`src/hw/rtl/crcfr_pkg.sv`:
```
`timescale 1ns / 1ps

package crcfr_pkg;

    // Frame constants.
    localparam logic [15:0] CRC_POLY     = 16'h1021;
    localparam logic [7:0]  MIN_TOTAL    = 8'd5;
    localparam logic [7:0]  MARKER_RESET = 8'hFF;
    localparam int          QUEUE_DEPTH  = 4;

    // Register word index on the configuration port.
    localparam logic REG_START_MARKER = 1'b0;

    // Result kinds.
    localparam logic [1:0] KIND_PAYLOAD = 2'd0;
    localparam logic [1:0] KIND_GOOD    = 2'd1;
    localparam logic [1:0] KIND_BAD_CRC = 2'd2;
    localparam logic [1:0] KIND_LEN_ERR = 2'd3;

    // Role of a frame byte, as classified by the front end.
    typedef enum logic [2:0] {
        BK_START   = 3'd0,
        BK_CODE    = 3'd1,
        BK_LEN     = 3'd2,
        BK_PAYLOAD = 3'd3,
        BK_CRC_HI  = 3'd4,
        BK_CRC_LO  = 3'd5,
        BK_LEN_ERR = 3'd6
    } t_bkind;

    // Request passed from the front end to the back end.
    typedef struct packed {
        t_bkind     bkind;
        logic [7:0] data;
        logic [7:0] code;
        logic [7:0] index;
        logic [7:0] count;
    } t_req;

    // Result item.
    typedef struct packed {
        logic [1:0] kind;
        logic [7:0] code;
        logic [7:0] value;
        logic [7:0] index;
        logic [7:0] count;
    } t_res;

    // One byte of CRC-16 (polynomial 0x1021, MSB first).
    function automatic logic [15:0] crc_feed(input logic [15:0] crc, input logic [7:0] b);
        logic [15:0] c;
        c = crc ^ {b, 8'h00};
        for (int k = 0; k < 8; k++) begin
            if (c[15]) begin
                c = {c[14:0], 1'b0} ^ CRC_POLY;
            end else begin
                c = {c[14:0], 1'b0};
            end
        end
        return c;
    endfunction

endpackage

```
`src/hw/rtl/crcfr_fifo.sv`:
```
`timescale 1ns / 1ps

module crcfr_fifo
    import crcfr_pkg::*;
#(
    parameter int WIDTH = 8,
    parameter int DEPTH = QUEUE_DEPTH
) (
    input  logic             i_clk,
    input  logic             i_rst_n,
    input  logic             i_push,
    input  logic [WIDTH-1:0] i_data,
    output logic             o_full,
    input  logic             i_pop,
    output logic [WIDTH-1:0] o_data,
    output logic             o_empty
);

    localparam int AW = (DEPTH > 1) ? $clog2(DEPTH) : 1;
    localparam int CW = $clog2(DEPTH + 1);

    logic [WIDTH-1:0] r_mem [DEPTH];
    logic [AW-1:0]    r_wr_ptr;
    logic [AW-1:0]    r_rd_ptr;
    logic [CW-1:0]    r_count;

    logic do_push;
    logic do_pop;

    assign o_full  = (r_count == CW'(DEPTH));
    assign o_empty = (r_count == '0);
    assign do_push = i_push && !o_full;
    assign do_pop  = i_pop && !o_empty;
    assign o_data  = r_mem[r_rd_ptr];

    always_ff @(posedge i_clk) begin
        if (do_push) begin
            r_mem[r_wr_ptr] <= i_data;
        end
    end

    always_ff @(posedge i_clk) begin
        if (!i_rst_n) begin
            r_wr_ptr <= '0;
            r_rd_ptr <= '0;
            r_count  <= '0;
        end else begin
            if (do_push) begin
                r_wr_ptr <= (r_wr_ptr == AW'(DEPTH - 1)) ? '0 : r_wr_ptr + 1'b1;
            end
            if (do_pop) begin
                r_rd_ptr <= (r_rd_ptr == AW'(DEPTH - 1)) ? '0 : r_rd_ptr + 1'b1;
            end
            if (do_push && !do_pop) begin
                r_count <= r_count + 1'b1;
            end else if (do_pop && !do_push) begin
                r_count <= r_count - 1'b1;
            end
        end
    end

endmodule

```
`src/hw/rtl/crcfr_front.sv`:
```
`timescale 1ns / 1ps

module crcfr_front
    import crcfr_pkg::*;
(
    input  logic       i_clk,
    input  logic       i_rst_n,
    input  logic       i_take,
    input  logic [7:0] i_byte,
    input  logic [7:0] i_marker,
    output logic       o_req_valid,
    output t_req       o_req
);

    logic [7:0] r_pos;
    logic [7:0] r_total;
    logic [7:0] r_code;
    logic [7:0] n_pos;
    logic [7:0] n_total;
    logic [7:0] n_code;

    logic [8:0] pos_ext;
    logic [8:0] total_ext;

    assign pos_ext   = {1'b0, r_pos};
    assign total_ext = {1'b0, r_total};

    always_comb begin
        n_pos       = r_pos;
        n_total     = r_total;
        n_code      = r_code;
        o_req_valid = 1'b0;
        o_req       = '0;
        o_req.bkind = BK_START;
        o_req.data  = i_byte;
        o_req.code  = r_code;
        if (i_take) begin
            if (r_pos == 8'd0) begin
                // Hunting: only the start marker opens a frame.
                if (i_byte == i_marker) begin
                    o_req_valid = 1'b1;
                    o_req.bkind = BK_START;
                    n_pos       = 8'd1;
                end
            end else if (r_pos == 8'd1) begin
                o_req_valid = 1'b1;
                o_req.bkind = BK_CODE;
                n_code      = i_byte;
                n_pos       = 8'd2;
            end else if (r_pos == 8'd2) begin
                o_req_valid = 1'b1;
                if (i_byte < MIN_TOTAL) begin
                    o_req.bkind = BK_LEN_ERR;
                    o_req.data  = 8'd0;
                    n_pos       = 8'd0;
                end else begin
                    o_req.bkind = BK_LEN;
                    n_total     = i_byte;
                    n_pos       = 8'd3;
                end
            end else begin
                o_req_valid = 1'b1;
                o_req.count = r_total - MIN_TOTAL;
                if (pos_ext + 9'd3 <= total_ext) begin
                    o_req.bkind = BK_PAYLOAD;
                    o_req.index = r_pos - 8'd3;
                    n_pos       = r_pos + 8'd1;
                end else if (pos_ext + 9'd2 == total_ext) begin
                    o_req.bkind = BK_CRC_HI;
                    n_pos       = r_pos + 8'd1;
                end else begin
                    o_req.bkind = BK_CRC_LO;
                    n_pos       = 8'd0;
                end
            end
        end
    end

    always_ff @(posedge i_clk) begin
        if (!i_rst_n) begin
            r_pos   <= 8'd0;
            r_total <= 8'd0;
            r_code  <= 8'd0;
        end else begin
            r_pos   <= n_pos;
            r_total <= n_total;
            r_code  <= n_code;
        end
    end

endmodule

```
`src/hw/rtl/crcfr_back.sv`:
```
`timescale 1ns / 1ps

module crcfr_back
    import crcfr_pkg::*;
(
    input  logic i_clk,
    input  logic i_rst_n,
    input  logic i_req_valid,
    input  t_req i_req,
    input  logic i_room,
    output logic o_req_pop,
    output logic o_res_valid,
    output t_res o_res
);

    logic [15:0] r_crc;
    logic [7:0]  r_crc_hi;
    logic [15:0] n_crc;
    logic [7:0]  n_crc_hi;
    logic [15:0] crc_in;
    logic [15:0] crc_step;
    logic        crc_ok;

    // Every request yields at most one result, so one free slot suffices.
    assign o_req_pop = i_req_valid && i_room;

    assign crc_in   = (i_req.bkind == BK_START) ? 16'h0000 : r_crc;
    assign crc_step = crc_feed(crc_in, i_req.data);
    assign crc_ok   = (r_crc_hi == r_crc[15:8]) && (i_req.data == r_crc[7:0]);

    always_comb begin
        n_crc       = r_crc;
        n_crc_hi    = r_crc_hi;
        o_res_valid = 1'b0;
        o_res       = '0;
        o_res.code  = i_req.code;
        if (o_req_pop) begin
            case (i_req.bkind)
                BK_START, BK_CODE, BK_LEN: begin
                    n_crc = crc_step;
                end
                BK_PAYLOAD: begin
                    n_crc       = crc_step;
                    o_res_valid = 1'b1;
                    o_res.kind  = KIND_PAYLOAD;
                    o_res.value = i_req.data;
                    o_res.index = i_req.index;
                    o_res.count = i_req.count;
                end
                BK_CRC_HI: begin
                    n_crc_hi = i_req.data;
                end
                BK_CRC_LO: begin
                    o_res_valid = 1'b1;
                    o_res.kind  = crc_ok ? KIND_GOOD : KIND_BAD_CRC;
                    o_res.count = i_req.count;
                end
                BK_LEN_ERR: begin
                    o_res_valid = 1'b1;
                    o_res.kind  = KIND_LEN_ERR;
                end
                default: begin
                    n_crc = r_crc;
                end
            endcase
        end
    end

    always_ff @(posedge i_clk) begin
        if (!i_rst_n) begin
            r_crc    <= 16'h0000;
            r_crc_hi <= 8'h00;
        end else begin
            r_crc    <= n_crc;
            r_crc_hi <= n_crc_hi;
        end
    end

endmodule

```
`src/hw/rtl/crc16_frame_receiver_unit.sv`:
```
`timescale 1ns / 1ps

// Serial frame deframer with CRC-16 check (polynomial 0x1021, initial value zero).
// Throughput: one byte per cycle while the request queue has room, limited by the
// single CRC byte step in the back end. A byte that causes a result passes via the
// request queue and back end into the result queue, then shows on the result ports.
// Reset (synchronous, active low) empties both queues, returns the parser to hunting,
// clears the CRC state and sets the start marker to 0xFF.
module crc16_frame_receiver_unit
    import crcfr_pkg::*;
#(
    parameter int QDEPTH = QUEUE_DEPTH
) (
    input  logic        i_clk,
    input  logic        i_rst_n,

    // Byte input, queue style.
    input  logic        push,
    output logic        full,
    input  logic [7:0]  i_in_byte,

    // Result output, queue style.
    output logic        empty,
    input  logic        pop,
    output logic [1:0]  o_result_kind,
    output logic [7:0]  o_order_code,
    output logic [7:0]  o_payload_value,
    output logic [7:0]  o_payload_index,
    output logic [7:0]  o_payload_count,

    // Configuration port.
    input  logic        psel,
    input  logic        penable,
    input  logic        pwrite,
    input  logic [2:0]  paddr,
    input  logic [31:0] pwdata,
    output logic [31:0] prdata,
    output logic        pready
);

    // The start marker register lives here; the front end compares every byte against it
    // while hunting. The user must write it only while the block is idle; not enforced.
    logic [7:0] r_start_marker;
    logic       cfg_write;

    assign pready    = 1'b1;
    assign cfg_write = psel && penable && pwrite && pready;

    always_ff @(posedge i_clk) begin
        if (!i_rst_n) begin
            r_start_marker <= MARKER_RESET;
        end else if (cfg_write && (paddr[2] == REG_START_MARKER)) begin
            r_start_marker <= pwdata[7:0];
        end
    end

    always_comb begin
        prdata = 32'h0000_0000;
        if (paddr[2] == REG_START_MARKER) begin
            prdata = {24'h00_0000, r_start_marker};
        end
    end

    // The front end parses the byte stream and classifies each frame byte. Bytes
    // seen while hunting that do not match the marker are dropped right there.
    logic take;
    logic front_valid;
    t_req front_req;

    assign take = push && !full;

    crcfr_front u_front (
        .i_clk       (i_clk),
        .i_rst_n     (i_rst_n),
        .i_take      (take),
        .i_byte      (i_in_byte),
        .i_marker    (r_start_marker),
        .o_req_valid (front_valid),
        .o_req       (front_req)
    );

    // The request queue decouples parsing from the CRC work, so input can keep
    // flowing while the result side is stalled, until the request queue is full.
    logic [$bits(t_req)-1:0] mid_data;
    logic                    mid_empty;
    logic                    mid_pop;
    t_req                    back_req;

    crcfr_fifo #(
        .WIDTH ($bits(t_req)),
        .DEPTH (QDEPTH)
    ) u_req_queue (
        .i_clk   (i_clk),
        .i_rst_n (i_rst_n),
        .i_push  (front_valid),
        .i_data  (front_req),
        .o_full  (full),
        .i_pop   (mid_pop),
        .o_data  (mid_data),
        .o_empty (mid_empty)
    );

    assign back_req = t_req'(mid_data);

    // The back end runs the CRC, keeps the received CRC high byte and builds
    // the result items.
    logic out_full;
    logic res_valid;
    t_res back_res;

    crcfr_back u_back (
        .i_clk       (i_clk),
        .i_rst_n     (i_rst_n),
        .i_req_valid (!mid_empty),
        .i_req       (back_req),
        .i_room      (!out_full),
        .o_req_pop   (mid_pop),
        .o_res_valid (res_valid),
        .o_res       (back_res)
    );

    // The result queue holds finished results until the consumer pops them.
    logic [$bits(t_res)-1:0] out_data;
    t_res                    out_res;

    crcfr_fifo #(
        .WIDTH ($bits(t_res)),
        .DEPTH (QDEPTH)
    ) u_res_queue (
        .i_clk   (i_clk),
        .i_rst_n (i_rst_n),
        .i_push  (res_valid),
        .i_data  (back_res),
        .o_full  (out_full),
        .i_pop   (pop),
        .o_data  (out_data),
        .o_empty (empty)
    );

    assign out_res         = t_res'(out_data);
    assign o_result_kind   = out_res.kind;
    assign o_order_code    = out_res.code;
    assign o_payload_value = out_res.value;
    assign o_payload_index = out_res.index;
    assign o_payload_count = out_res.count;

endmodule

```
`config.mk`:
```
export PLATFORM = sky130hd
export DESIGN_NAME = crc16_frame_receiver_unit
export DESIGN_NICKNAME = d
export VERILOG_FILES = /design/src/hw/rtl/crcfr_pkg.sv /design/src/hw/rtl/crcfr_fifo.sv /design/src/hw/rtl/crcfr_front.sv /design/src/hw/rtl/crcfr_back.sv /design/src/hw/rtl/crc16_frame_receiver_unit.sv
export SDC_FILE = /design/constraint.sdc
export NUM_CORES = 1
export LEC_CHECK = 0
export ABC_AREA = 1
export BUFFER_PORTS_ARGS = -buffer_cell sky130_fd_sc_hd__buf_2
export CAP_MARGIN = 0
export CORE_MARGIN = 8
export CORE_UTILIZATION = 50
export DETAILED_ROUTE_END_ITERATION = 16
export GPL_TIMING_DRIVEN = 0
export PLACE_DENSITY = 0.68
export SKIP_LAST_GASP = 1
export SLEW_MARGIN = 30
export SYNTH_ARGS = -nofsm -noshare
export SYNTH_HDL_FRONTEND = slang
export SYNTH_SLANG_ARGS = --single-unit
export TNS_END_PERCENT = 10
```
`constraint.sdc`:
```
create_clock -name i_clk -period 4.3 [get_ports i_clk]
set_input_delay 0.86 -clock i_clk [delete_from_list [all_inputs] [get_ports i_clk]]
set_output_delay 0.86 -clock i_clk [all_outputs]
set_load 0.05 [all_outputs]
```
# Yosys cells after proc, flatten, opt, wreduce, memory -nomap -nowiden
# Memory sizes are Yosys's and may differ from the RTL's. A register that Yosys moved wholly into a read port is not among the register bits.
# Index checks and enable logic that the tools add are counted.
[op_classes]
addsub = 13
n_lt_le_gt_ge = 2
n_eq_ne = 19
n_mux = 60
bitwise_logic = 13
n_reduce_logical = 36
[op_table]
columns = ["op", "count"]
rows = [
  ["13-bit 2-to-1 mux", 8],
  ["8-bit 2-to-1 mux", 13],
  ["16-bit 2-to-1 mux", 6],
  ["3-bit 2-to-1 mux", 9],
  ["8-bit equality test", 3],
  ["24-bit 2-to-1 mux", 1],
  ["3-bit inverter", 8],
  ["2-bit 2-to-1 mux", 11],
  ["8-bit by 2-bit adder with 9-bit output, second input constant", 2],
  ["16-bit XOR", 1],
  ["3-bit equality test, second input constant", 5],
  ["1-bit logical AND", 14],
  ["11-bit 2-to-1 mux", 1],
  ["1-bit 2-to-1 mux", 10],
  ["9-bit by 8-bit equality test with 1-bit output", 1],
  ["9-bit by 8-bit <= comparator with 1-bit output", 1],
  ["3-bit logical NOT", 3],
  ["2-bit by 1-bit adder with 2-bit output, second input constant", 4],
  ["8-bit by 1-bit adder with 8-bit output, second input constant", 1],
  ["2-bit equality test, second input constant", 4],
  ["8-bit by 1-bit equality test with 1-bit output, second input constant", 1],
  ["8-bit by 2-bit equality test with 1-bit output, second input constant", 1],
  ["1-bit logical NOT", 8],
  ["8-bit logical NOT", 1],
  ["other kinds (17)", 26],
]
[totals]
regBits = 70
ramBits = 276
inputBits = 50
elab_cells = 157
n_memories = 2
[memory_table]
columns = ["name", "words", "word_bits", "read_ports", "rd_clocked_by_memory_dff", "write_ports", "line_no", "source"]
rows = [
  ["u_req_queue.r_mem", 4, 35, 1, 1, 1, "crcfr_fifo.sv:22", "logic [WIDTH-1:0] r_mem [DEPTH];"],
  ["u_res_queue.r_mem", 4, 34, 1, 1, 1, "crcfr_fifo.sv:22", ""],
]

# Longest topological paths before layout
# Gate-level depths: netlist of run 1.
[depth]
depth_word = 19
depth_mapped = 19

# Cells and area by module
# Synthesis of run 1 repeated with hierarchy kept, for this count alone.
[unflattened]
hier_cells = 1584
hier_area_um2 = 16470.8
[by_module_without_submodules]
columns = ["module", "n_inst", "cells_per_inst", "area_per_inst_um2", "seq_area_each_um2"]
rows = [
  ["crcfr_fifo at u_res_queue", 1, 401, 5748.0, 4264.1],
  ["crcfr_fifo at u_req_queue", 1, 410, 5675.4, 4384.2],
  ["crcfr_front", 1, 360, 2442.3, 480.5],
  ["crcfr_back", 1, 327, 2006.9, 480.5],
  ["crc16_frame_receiver_unit", 1, 86, 598.1, 160.2],
]

# Least setup slack after synthesis of run 1
# Ideal clock, no wire load.
[synth_path]
path_type = "input -> register"
start = "input port i_in_byte[2]"
end = "memory u_req_queue.r_mem[0][0] (netlist name), enable pin"
arrival_time_ns = 3.041
slack_ns = 0.831
path_stages = 7
n_path_buf = 1
path_cell_list = "xor2_1 > nor3_1 > nand3_1 > nand2_1 > inv_1 > buf_4 > nor2_1"
[synth_between]
elab_chain_cells = 7
[synth_rtl]
columns = ["element", "line_no", "source"]
rows = [
  ["from (decl)", "crc16_frame_receiver_unit.sv:20", "input logic [7:0] i_in_byte,"],
  ["8-bit equality test", "crcfr_front.sv:40", "if (i_byte == i_marker) begin"],
  ["1-bit 2-to-1 mux", "crcfr_front.sv:40", ""],
  ["1-bit 2-to-1 mux", "crcfr_front.sv:38", "if (r_pos == 8'd0) begin"],
  ["1-bit 2-to-1 mux", "crcfr_front.sv:37", "if (i_take) begin"],
  ["1-bit logical AND", "crcfr_fifo.sv:32", "assign do_push = i_push && !o_full;"],
  ["1-bit 2-to-1 mux", "crcfr_fifo.sv:37", "if (do_push) begin"],
  ["1-bit 2-to-1 mux (not written as such)", "crcfr_fifo.sv:38", "r_mem[r_wr_ptr] <= i_data;"],
  ["to (decl)", "crcfr_fifo.sv:22", ""],
]
# No other way between the ends.

==> run summary, run 1 <==
Multi-input gate area: 5090 um2
root buf cell: clkbuf_16
Max VDD drop: 0.308 mV
Crit Path Category: reg2out
Slew Viols, Final: 0
area grow syn2layout: 15.4%
crit-path cells: clkbuf_1 > inv_1 > clkbuf_1 > clkbuf_1 > nor2_1 > o22ai_1 > buf_2
static leakage: 7.06 nW
sw frac: 0.420
starting density of the core: 0.509
HPWL Detailed: 26200 um
vias in the first global route: 10900
syn_area_per_cell: 10.1 um2
routed via count: 11500
Cells after Synth: 1543
CTS clk-pin slew, worst paths: 60 ps
Worst Tran Pin Value: 884 ps
core area: 30700 um2
Setup violations, final: 0
Reg area: 9770 um2
RR Startpoint: u_front.r_pos[0]
die area: 37200 um2
WL final: 37700 um
Worst Hold Launch: u_res_queue.r_count[2]
# fillers: 2513
critical path peak fanout: 10
upper clock frequency limit: 280 MHz
GRT Total Usage: 0.202
Worst path slowest cell: clkbuf_1
Tot Pwr: 13.7 mW
per-cell routed wire length: 17.9 um
final hold violation count: 0
DP Area: 16900 um2
P per Cell Area: 756 nW/um2
Rows: 64
Final Hold Slack: 485 ps
CP Capture Type: primary output
postcts setup bufs: 0
critical path's largest stage delay: 500 ps
DR DRC count: 0
sequential fraction of the synthesis area: 0.624
hold crit path type: reg2reg
Synth cell types: 41
CTS H-tree depth: 2
area leader, netlist: edfxtp_1
synth warn: 0
Detailed Routing Iterations Pass 1: 7
detailed router's first-iteration violation count: 996
crit path DAT: 2710 ps
GRT overflow: 0
largest net degree at the start of global routing: 22
max cap viols: 0
Resized cells post-CTS: 0
Die Wd: 193 um
Reg power frac: 0.362
mapped cell area: 15700 um2
critical path data required time: 3440 ps
Comb power frac: 0.420
fin nets: 1762
share of layout cells above drive strength 1: 0.130
Num Clock Sinks: 350
min Tclk post-route: 3570 ps
n_diodes: 0
global-route wire length before repair: 58800 um
Antenna Nets Post-Route: 0
Clock Skews: 15.3 ps
status: completed
period utilisation layout: 0.831
Max Buffers Root-to-Sink: 3
Clock Power Share: 0.217
Worst setup SP type: flip-flop
vias per cell: 5.45
Finished Cell Area: 18100 um2
Net Sw Power: 5.74 mW
# hold bufs at CTS: 0
total I/O pin count: 119
antenna violations before repair: 0
Die H: 193 um
CTS tree: yes
CP most frequent cell: clkbuf_1
ranking of synthesized cells by area: edfxtp_1 (53%), dfxtp_1 (9.5%), nor2_1 (6.1%)
FF+latch count, synth: 350
unrepaired setup endpoints after global routing: false
Max-slew headroom: 0.404
r2r setup slk: 930 ps
cell-internal power: 7.92 mW
PortBufs: 65
Final GP Congestion: 0.926
Worst-Skew Late Latency: 520 ps
Num CTS Buffers: 36
top cell type's share of synthesized area: 0.529
[kinds of logic after synthesis]
| family | Yosys count | share of synthesized area |
|---|---|---|
| AND/OR/NAND/NOR | 628 | 0.169 |
| flip-flops | 350 | 0.624 |
| other | 2 | 0.000480 |
| adder cells (fa/ha/maj) | 31 | 0.0257 |
| AO/OA/AOI/OAI | 302 | 0.103 |
| XOR/XNOR | 31 | 0.0173 |
| buffers and inverters | 199 | 0.0603 |
[path summary, 6_finish.rpt]
check | endpoint | cells past startpoint
worst min register to register | u_res_queue.r_count[2] | 2
worst max-delay path | o_payload_value[2] | 7
worst min-delay path | u_res_queue.r_count[2] | 2
worst max register to register | u_req_queue.r_mem[2][8] | 14
[cell type report]
cell class / count / area share
Buffer: 99 / 0.0311
Clock buffer: 49 / 0.0531
Clock inverter: 16 / 0.00859
Inverter: 100 / 0.0212
Multi-Input combinational cell: 1017 / 0.282
Sequential cell: 350 / 0.541
Tap cell: 396 / 0.0274
Timing Repair Buffer: 77 / 0.0356
[metal layers]
layer	GRT usage	up-vias	wire, um
met5	0	-	0
met3	0.0313	67	2690
met2	0.325	427	17500
li1	-	5536	-
met1	0.277	5447	16600
met4	0.0669	0	908
[sequential cells by signal, indices dropped and copies added (netlist names), 8 cells and up, named ones only]
signal and flops:
u_req_queue.r_mem 140, u_front.r_code 8, u_back.r_crc_hi 8, u_back.r_crc 16
u_front.r_pos 8, r_start_marker 8, u_front.r_total 8, u_res_queue.r_mem 136
[Yosys cell counts (all sizes together)]
master,instances
conb,2
and3,3
inv,100
o211a,2
nor3,5
nand2,260
o2111ai,1
nand4,9
nand3b,1
xor2,21
ha,29
nor2,260
edfxtp,276
nand3,88
o211ai,12
o22ai,44
o21ai,157
dfxtp,74
clkbuf,43
nor4,1
xnor2,10
a31oi,1
a21o,1
buf,56
a21oi,84
fa,2
or2,1
[worst max-delay path, delay by kind of cell, from the launching register on]
family	cells	cell delay, ps
and+or+nand+nor	1	80
DFF	1	310
buffers and inverters	5	1530
AOI/OAI and AO/OA	1	270
[power groups by stage]
stage	registers (mW)	logic [mW]	clock network (mW)
2_1_floorplan	4.94	4.01	0
3_3_place_gp	5.03	5.38	0
3_5_place_dp	5.01	5.71	0
4_1_cts	4.94	5.74	3.00
5_1_grt	5.01	6.30	3.13
6_report	4.95	5.74	2.97
[placed cells by master, fill, tap and decap left out, types with 2 or more instances in the layout]
cell type / count
clkbuf_16: 36
fa_1: 2
nor2_1: 246
bufinv_16: 2
o211a_1: 2
dfxtp_1: 74
xor2_1: 21
nor2_2: 4
buf_16: 11
nand2_4: 2
a21oi_1: 82
o21ai_1: 5
o21ai_0: 152
clkinv_2: 3
xnor2_1: 10
nand2_2: 13
nor2_4: 10
clkinv_1: 7
conb_1: 25
buf_2: 79
o211ai_1: 12
buf_6: 8
buf_4: 30
edfxtp_1: 276
inv_1: 93
and3_1: 3
nand4_1: 9
nand3_2: 6
buf_1: 4
inv_6: 3
a21oi_2: 2
ha_1: 29
inv_2: 5
nor3_1: 5
nand2_1: 245
nand3_1: 81
clkbuf_1: 55
o22ai_1: 44
[through the flow]
step | util | cells | setup TNS [ps] | worst slack (ps)
after CTS | 0.587 | 2104 | 0 | 711
after global routing | 0.587 | 2104 | 0 | 558
after global placement | 0.539 | 2027 | -142390 | -825
after detailed placement | 0.551 | 2039 | 0 | 991
final | 0.587 | 2104 | 0 | 727
after floorplan | - | 1566 | 0 | 831
Note: power is estimated with default switching activity, not from simulation.
==> run 2, diff against run 1 <==
--- a/config.mk
+++ b/config.mk
@@ -5,7 +5,7 @@
 export SDC_FILE = /design/constraint.sdc
 export NUM_CORES = 1
 export LEC_CHECK = 0
-export ABC_AREA = 1
+export ABC_AREA = 0
 export BUFFER_PORTS_ARGS = -buffer_cell sky130_fd_sc_hd__buf_2
 export CAP_MARGIN = 0
 export CORE_MARGIN = 8
==> constraint.sdc (replaced) <==
create_clock -name i_clk -period 3.56 [get_ports i_clk]
set_input_delay 0.712 -clock i_clk [delete_from_list [all_inputs] [get_ports i_clk]]
set_output_delay 0.712 -clock i_clk [all_outputs]
set_load 0.05 [all_outputs]
==> run 2 against run 1 <==
  * Die area shrank 3.1%
  * First-iteration DRC count shrank 41%
  * Wire length shrank 17%
  * Largest power group is now registers
  * Highest routed layer unchanged
==> run summary, run 2 <==
Die H: 190 um (-1.5%)
core area: 29700 um2 (-3.4%)
Worst-Skew Late Latency: 530 ps (about the same)
placed cells: 1516 (-26%)
detailed router's first-iteration violation count: 592 (-41%)
Compound-Gate Fraction of Synth Area: 0.0423 (-0.0610)
PortBufs: 67 (+3.1%)
Max-slew headroom: 0.467 (+0.0630)
Synth Area in XOR/XNOR: 0.0463 (+0.0290)
Num CTS Buffers: 36 (unchanged)
starting density of the core: 0.509 (about the same)
DR DRC count: 0 (unchanged)
fin nets: 1246 (-29%)
min Tclk post-route: 3470 ps
Cell Count, Final, Fillers Out: 1583 (-25%)
ranking of synthesized cells by area: edfxtp_1 (55%), mux4_2 (10%), dfxtp_1 (9.8%)
max reg flops: 140 (unchanged)
Worst setup SP type: flip-flop
upper clock frequency limit: 288 MHz
Die Wd: 190 um (-1.5%)
Reg with most FFs: u_req_queue.r_mem
HPWL Detailed: 22100 um (-16%)
crit-path cells: clkbuf_4 > inv_1 > ha_1 > or3_1 > nor2_1 > xnor2_1 > ha_1 > nand3_1 > nand2_1 > nor3_1 > o22a_1 > clkbuf_4 > nand2_2 > nor2_2
vias in the first global route: 8678 (-20%)
post-synthesis mux area share: 0.117 (+0.117)
critical path's largest stage delay: 430 ps (-70 ps)
Finished Core Util: 0.592 (+0.00465)
CTS clk-pin slew, worst paths: 60 ps (about the same)
Clock Skews: 18.0 ps (+2.73 ps)
Max VDD drop: 0.392 mV (+27%)
Setup violations, final: 0 (unchanged)
max cap viols: 0 (unchanged)
area leader, netlist: edfxtp_1
postcts setup bufs: 0 (unchanged)
routed via count: 8640 (-25%)
Worst path slowest cell: dfxtp_1
Post-synth top cells: edfxtp_1 (276), dfxtp_1 (74), mux4_2 (69), nor2_1 (69), nand2_1 (64)
CP Capture Type: flip-flop
n_diodes: 0 (unchanged)
global-route wire length before repair: 49000 um (-17%)
largest net degree at the start of global routing: 23 (+4.5%)
Post-synth EDFFs: 276 (unchanged)
period utilisation layout: 0.976
total I/O pin count: 119 (unchanged)
largest family of logic cells by synthesized area: multiplexers
Synth cell types: 57 (+39%)
mapped cell area: 15100 um2 (-3.3%)
Main synth FF type: edfxtp_1
Worst Tran Pin Value: 799 ps (-85.1 ps)
antenna violations before repair: 0 (unchanged)
critical path peak fanout: 10 (unchanged)
Cells after Synth: 1028 (-33%)
GRT Total Usage: 0.174 (-0.0279)
area grow syn2layout: 16.2%
Num Clock Sinks: 350 (unchanged)
cell with the most instances after synthesis: edfxtp_1
Slew Viols, Final: 0 (unchanged)
Crit Path Category: reg2reg
unrepaired setup endpoints after global routing: true
Setup TNS: 0 ps (unchanged)
Antenna Nets Post-Route: 0 (unchanged)
root buf cell: clkbuf_16
status: completed
static leakage: 6.19 nW (-12%)
Synth Area in Adders: 0.0266 (+0.000889)
per-cell routed wire length: 19.9 um (+11%)
syn_area_per_cell: 14.7 um2 (+45%)
GRT overflow: 0 (unchanged)
critical path data required time: 3900 ps (+460 ps)
vias per cell: 5.46 (about the same)
most frequent cells in the layout: edfxtp_1 (276), buf_2 (81), dfxtp_1 (73), mux4_2 (69), nand2_1 (63)
hold crit path type: in2reg
Detailed Routing Iterations Pass 1: 5 (-2)
final hold violation count: 0 (unchanged)
Largest regs: u_req_queue.r_mem x140, u_res_queue.r_mem x136, u_back.r_crc x16
FF+latch count, synth: 350 (unchanged)
commonest non-fill, non-tap cell in the layout: edfxtp_1
crit path DAT: 3810 ps (+1100 ps)
CTS H-tree depth: 2 (unchanged)
Simple-Gate Fraction of Synth Area: 0.0869 (-0.0819)
sequential fraction of the synthesis area: 0.646 (+0.0216)
DP Area: 16300 um2 (-3.9%)
CTS tree: yes
Rows: 63 (-1.6%)
die area: 36100 um2 (-3.1%)
Final Hold Slack: 397 ps (-88.0 ps)
Max Buffers Root-to-Sink: 3 (unchanged)
P per Cell Area: 729 nW/um2 (-3.7%)
synth warn: 0 (unchanged)
WL final: 31500 um (-17%)
top cell type's share of synthesized area: 0.548 (+0.0183)
share of layout cells above drive strength 1: 0.230 (+0.0997)
Finished Cell Area: 17600 um2 (-2.6%)
ys async rst share: 0 (unchanged)
Final GP Congestion: 0.903 (-2.5%)
run 2: logic make-up after synthesis:
| family | count (synthesis) |
|---|---|
| xor gates and xnor gates | 80 |
| AOI/OAI and AO/OA | 105 |
| DFF | 350 |
| muxes | 91 |
| other | 2 |
| adders and majority gates | 31 |
| and+or+nand+nor | 266 |
| buffers and inverters | 103 |
run 2: worst max-delay path, delay by kind of cell (launching register included):
kind                     cells  cell delay [ps]
AO/OA/AOI/OAI                1              240
adder cells (fa/ha/maj)      2              520
flip-flops                   1              430
XOR/XNOR                     1              150
AND/OR/NAND/NOR              7             1310
buffers and inverters        3              610
run 2: repair_timing:
item                       CTS  global route
pin swaps                    0             0
gates resized for setup     10            12
hold buffers                 0             0
setup endpoints to repair   72            58
run 2: layout make-up:
type,instances,area (um2)
clock inverters,17,243
repair buffers,76,559
well taps,390,488
clock buffers,49,990
flip-flops and latches,350,9770
multi-input cells,598,5010
plain buffers,74,424
fillers,2322,12100
inverters,29,109
run 2: layer usage:
metal | GRT usage | vias to the layer above | wire length (um)
li1 | - | 4071 | -
met1 | 0.234 | 4289 | 14100
met2 | 0.287 | 231 | 15000
met3 | 0.0284 | 49 | 1700
met4 | 0.0529 | 0 | 701
met5 | 0 | - | 0
run 2: per-stage QoR:
stage / power [mW] / setup slack (ps)
5_1_grt: 13.4 / -98.2
6_report: 12.8 / 86.1
3_5_place_dp: 9.08 / -528
3_3_place_gp: 8.99 / -2060
2_1_floorplan: 8.14 / -141
4_1_cts: 12.9 / -53.3
run 2: path summary, 6_finish.rpt:
kind                                start                        to  slack [ps]  cells after the start
setup / recovery         u_front.r_pos[0]  u_req_queue.r_mem[1][13]          90                     14
hold / removal                  pwdata[5]         r_start_marker[5]         400                      3
setup reg to reg         u_front.r_pos[0]  u_req_queue.r_mem[1][13]          90                     14
hold reg to reg   u_req_queue.r_rd_ptr[1]   u_req_queue.r_rd_ptr[1]         480                      2
run 2: where the power goes:
part           internal (mW)  total (mW)  switching, mW
logic                   1.39        3.86           2.47
clock network           2.34        3.86           1.52
registers               4.90        5.10          0.199
total                   8.63        12.8           4.19
==> run 3, diff against run 2 <==
--- a/config.mk
+++ b/config.mk
@@ -8,10 +8,10 @@
 export ABC_AREA = 0
 export BUFFER_PORTS_ARGS = -buffer_cell sky130_fd_sc_hd__buf_2
 export CAP_MARGIN = 0
+export CORE_ASPECT_RATIO = 1.2
 export CORE_MARGIN = 8
 export CORE_UTILIZATION = 50
 export DETAILED_ROUTE_END_ITERATION = 16
-export GPL_TIMING_DRIVEN = 0
 export PLACE_DENSITY = 0.68
 export SKIP_LAST_GASP = 1
 export SLEW_MARGIN = 30
==> run 3 against run 2 <==
  * Final cell count decreased by 2.2%
  * First-iteration DRC count decreased by 3.5%
  * Flip-flop and latch count unchanged
  * Via count is 3.2% lower
  * Global-route usage fell by 0.77 points
  * Die area hardly changed
  * Critical path depth decreased by 1
  * Total power decreased by 2.8%
  * Sequential share of layout area is 1.3 points higher
  * Worst hold slack better by 19 ps
  * Critical path type unchanged
==> run summary, run 3 (synthesized netlist as in run 2, its figures left out) <==
upper clock frequency limit: 311 MHz (+8.2%)
Worst-Skew Late Latency: 510 ps (-20 ps)
Num Clock Sinks: 350 (unchanged)
fin nets: 1209 (-3.0%)
Worst path slowest cell: or3_1
status: completed
Worst Tran Pin Value: 697 ps (-102 ps)
max cap viols: 0 (unchanged)
Antenna Nets Post-Route: 0 (unchanged)
Max Buffers Root-to-Sink: 3 (unchanged)
Max VDD drop: 0.409 mV (+4.2%)
Num CTS Buffers: 34 (-5.6%)
hold crit path type: in2reg
critical path data required time: 3920 ps (+20 ps)
global-route wire length before repair: 47300 um (-3.5%)
antenna violations before repair: 0 (unchanged)
die area: 36100 um2 (about the same)
Rows: 70 (+11%)
period utilisation layout: 0.902 (-0.0738)
starting density of the core: 0.502 (-0.00696)
GRT Total Usage: 0.166 (-0.00769)
crit path DAT: 3570 ps (-240 ps)
root buf cell: clkbuf_16
Tot Pwr: 12.5 mW (-2.8%)
Crit Path Category: reg2reg
n_diodes: 0 (unchanged)
PortBufs: 67 (unchanged)
Resized cells post-CTS: 0 (-10)
r2r setup slk: 350 ps (+260 ps)
DR DRC count: 0 (unchanged)
largest net degree at the start of global routing: 48 (+110%)
Reg with most FFs: u_req_queue.r_mem
Worst setup SP type: flip-flop
Largest regs: u_req_queue.r_mem x140, u_res_queue.r_mem x136, u_back.r_crc x16
min Tclk post-route: 3210 ps (-263 ps)
CTS tree: yes
Net Sw Power: 4.09 mW (-2.4%)
P per Cell Area: 725 nW/um2 (-0.44%)
routed via count: 8362 (-3.2%)
unrepaired setup endpoints after global routing: false
CP Capture Type: flip-flop
share of layout cells above drive strength 1: 0.218 (-0.0118)
core area: 30100 um2 (+1.4%)
max reg flops: 140 (unchanged)
Clock Power Share: 0.291 (-0.010)
WL final: 29700 um (-5.7%)
Reg power frac: 0.414 (+0.016)
per-cell routed wire length: 19.2 um (-3.6%)
critical path's largest stage delay: 390 ps (-40 ps)
CP most frequent cell: ha_1
final hold violation count: 0 (unchanged)
most frequent cells in the layout: edfxtp_1 (276), dfxtp_1 (72), nor2_1 (69), mux4_2 (69), buf_2 (67)
CTS H-tree depth: 2 (unchanged)
Final GP Congestion: 0.878 (-2.7%)
static leakage: 6.02 nW (-2.8%)
cell-internal power: 8.37 mW (-2.9%)
Slew Viols, Final: 0 (unchanged)
detailed router's first-iteration violation count: 571 (-3.5%)
CTS clk-pin slew, worst paths: 70 ps (about the same)
total I/O pin count: 119 (unchanged)
# fillers: 2379 (+2.5%)
DP Area: 16000 um2 (-1.5%)
commonest non-fill, non-tap cell in the layout: edfxtp_1
Buf/Inv on CP: 2 (-1)
Detailed Routing Iterations Pass 1: 6 (+1)
crit-path cells: inv_1 > ha_1 > or3_1 > nor2_1 > xnor2_1 > ha_1 > nand3_1 > nor3_1 > a31o_2 > o22a_1 > buf_4 > o21ai_1 > o221ai_1
postcts setup bufs: 0 (unchanged)
sw frac: 0.328 (+0.00112)
# hold bufs at CTS: 0 (unchanged)
critical path peak fanout: 7 (-3)
Clock Skews: 17.3 ps (-0.781 ps)
HPWL Detailed: 20100 um (-9.0%)
Comb power frac: 0.295 (-0.007)
Setup violations, final: 0 (unchanged)
area grow syn2layout: 13.5%
Finished Cell Area: 17200 um2 (-2.3%)
Die H: 207 um (+8.7%)
cell family with most CP delay: compound AO/OA/AOI/OAI gates
vias in the first global route: 8568 (-1.3%)
Max-slew headroom: 0.532 (+0.0648)
Die Wd: 175 um (-8.0%)
GRT overflow: 0 (unchanged)
vias per cell: 5.40 (-1.0%)
run 3: cell count changes in the layout (fill, tap and decap cells not counted), moves of 4 or more:
cell / previous run / this run
buf_4: 26 / 47
nor2_1: 62 / 69
and2_2: 4 / 0
nor2_2: 7 / 1
buf_2: 81 / 67
and2_1: 18 / 22
buf_16: 7 / 0
clkbuf_1: 36 / 3
buf_6: 4 / 0
run 3: final cells by class:
class,instances,area [um2],area share
flip-flops and latches,350,9770,0.569
multi-input cells,598,4960,0.289
clock buffers,40,915,0.0532
repair buffers,115,708,0.0412
well taps,396,495,0.0288
clock inverters,20,216,0.0126
inverters,29,109,0.00634
run 3: per-layer routing:
layer	up-vias	wire length, um	track usage
met4	0	916	0.0588
li1	3985	-	-
met2	227	14600	0.286
met3	46	1590	0.0286
met5	-	0	0
met1	4104	12500	0.209
run 3: final timing paths:
kind	start	to	cells past startpoint
worst min register to register	u_req_queue.r_rd_ptr[1]	u_req_queue.r_rd_ptr[1]	2
worst max-delay path	u_front.r_pos[0]	u_front.r_pos[6]	13
worst min-delay path	pwdata[6]	r_start_marker[6]	3
worst max register to register	u_front.r_pos[0]	u_front.r_pos[6]	13
run 3: metrics by stage:
stage / utilization / setup slack (ps) / std cells / TNS, ps / hold slack, ps
global placement: 0.533 / 431 / 1488 / 0 / 466
floorplan: - / -141 / 1051 / -19840 / 454
finish: 0.570 / 349 / 1548 / 0 / 415
detailed placement: 0.533 / 397 / 1488 / 0 / 480
CTS: 0.570 / 378 / 1548 / 0 / 403
global route: 0.570 / 92.9 / 1548 / 0 / 407
run 3: power by group through the flow:
stage | Combinational (mW) | Sequential [mW] | Clock [mW]
finish | 3.68 | 5.16 | 3.62
global route | 3.96 | 5.21 | 3.85
CTS | 3.74 | 5.17 | 3.69
detailed placement | 3.72 | 5.25 | 0
global placement | 3.69 | 5.23 | 0
floorplan | 3.01 | 5.13 | 0
run 3: tightest hold or removal path, stage by stage:
cell and delay (ps):
buf_2 70, nand2_1 40, nand3_1 60
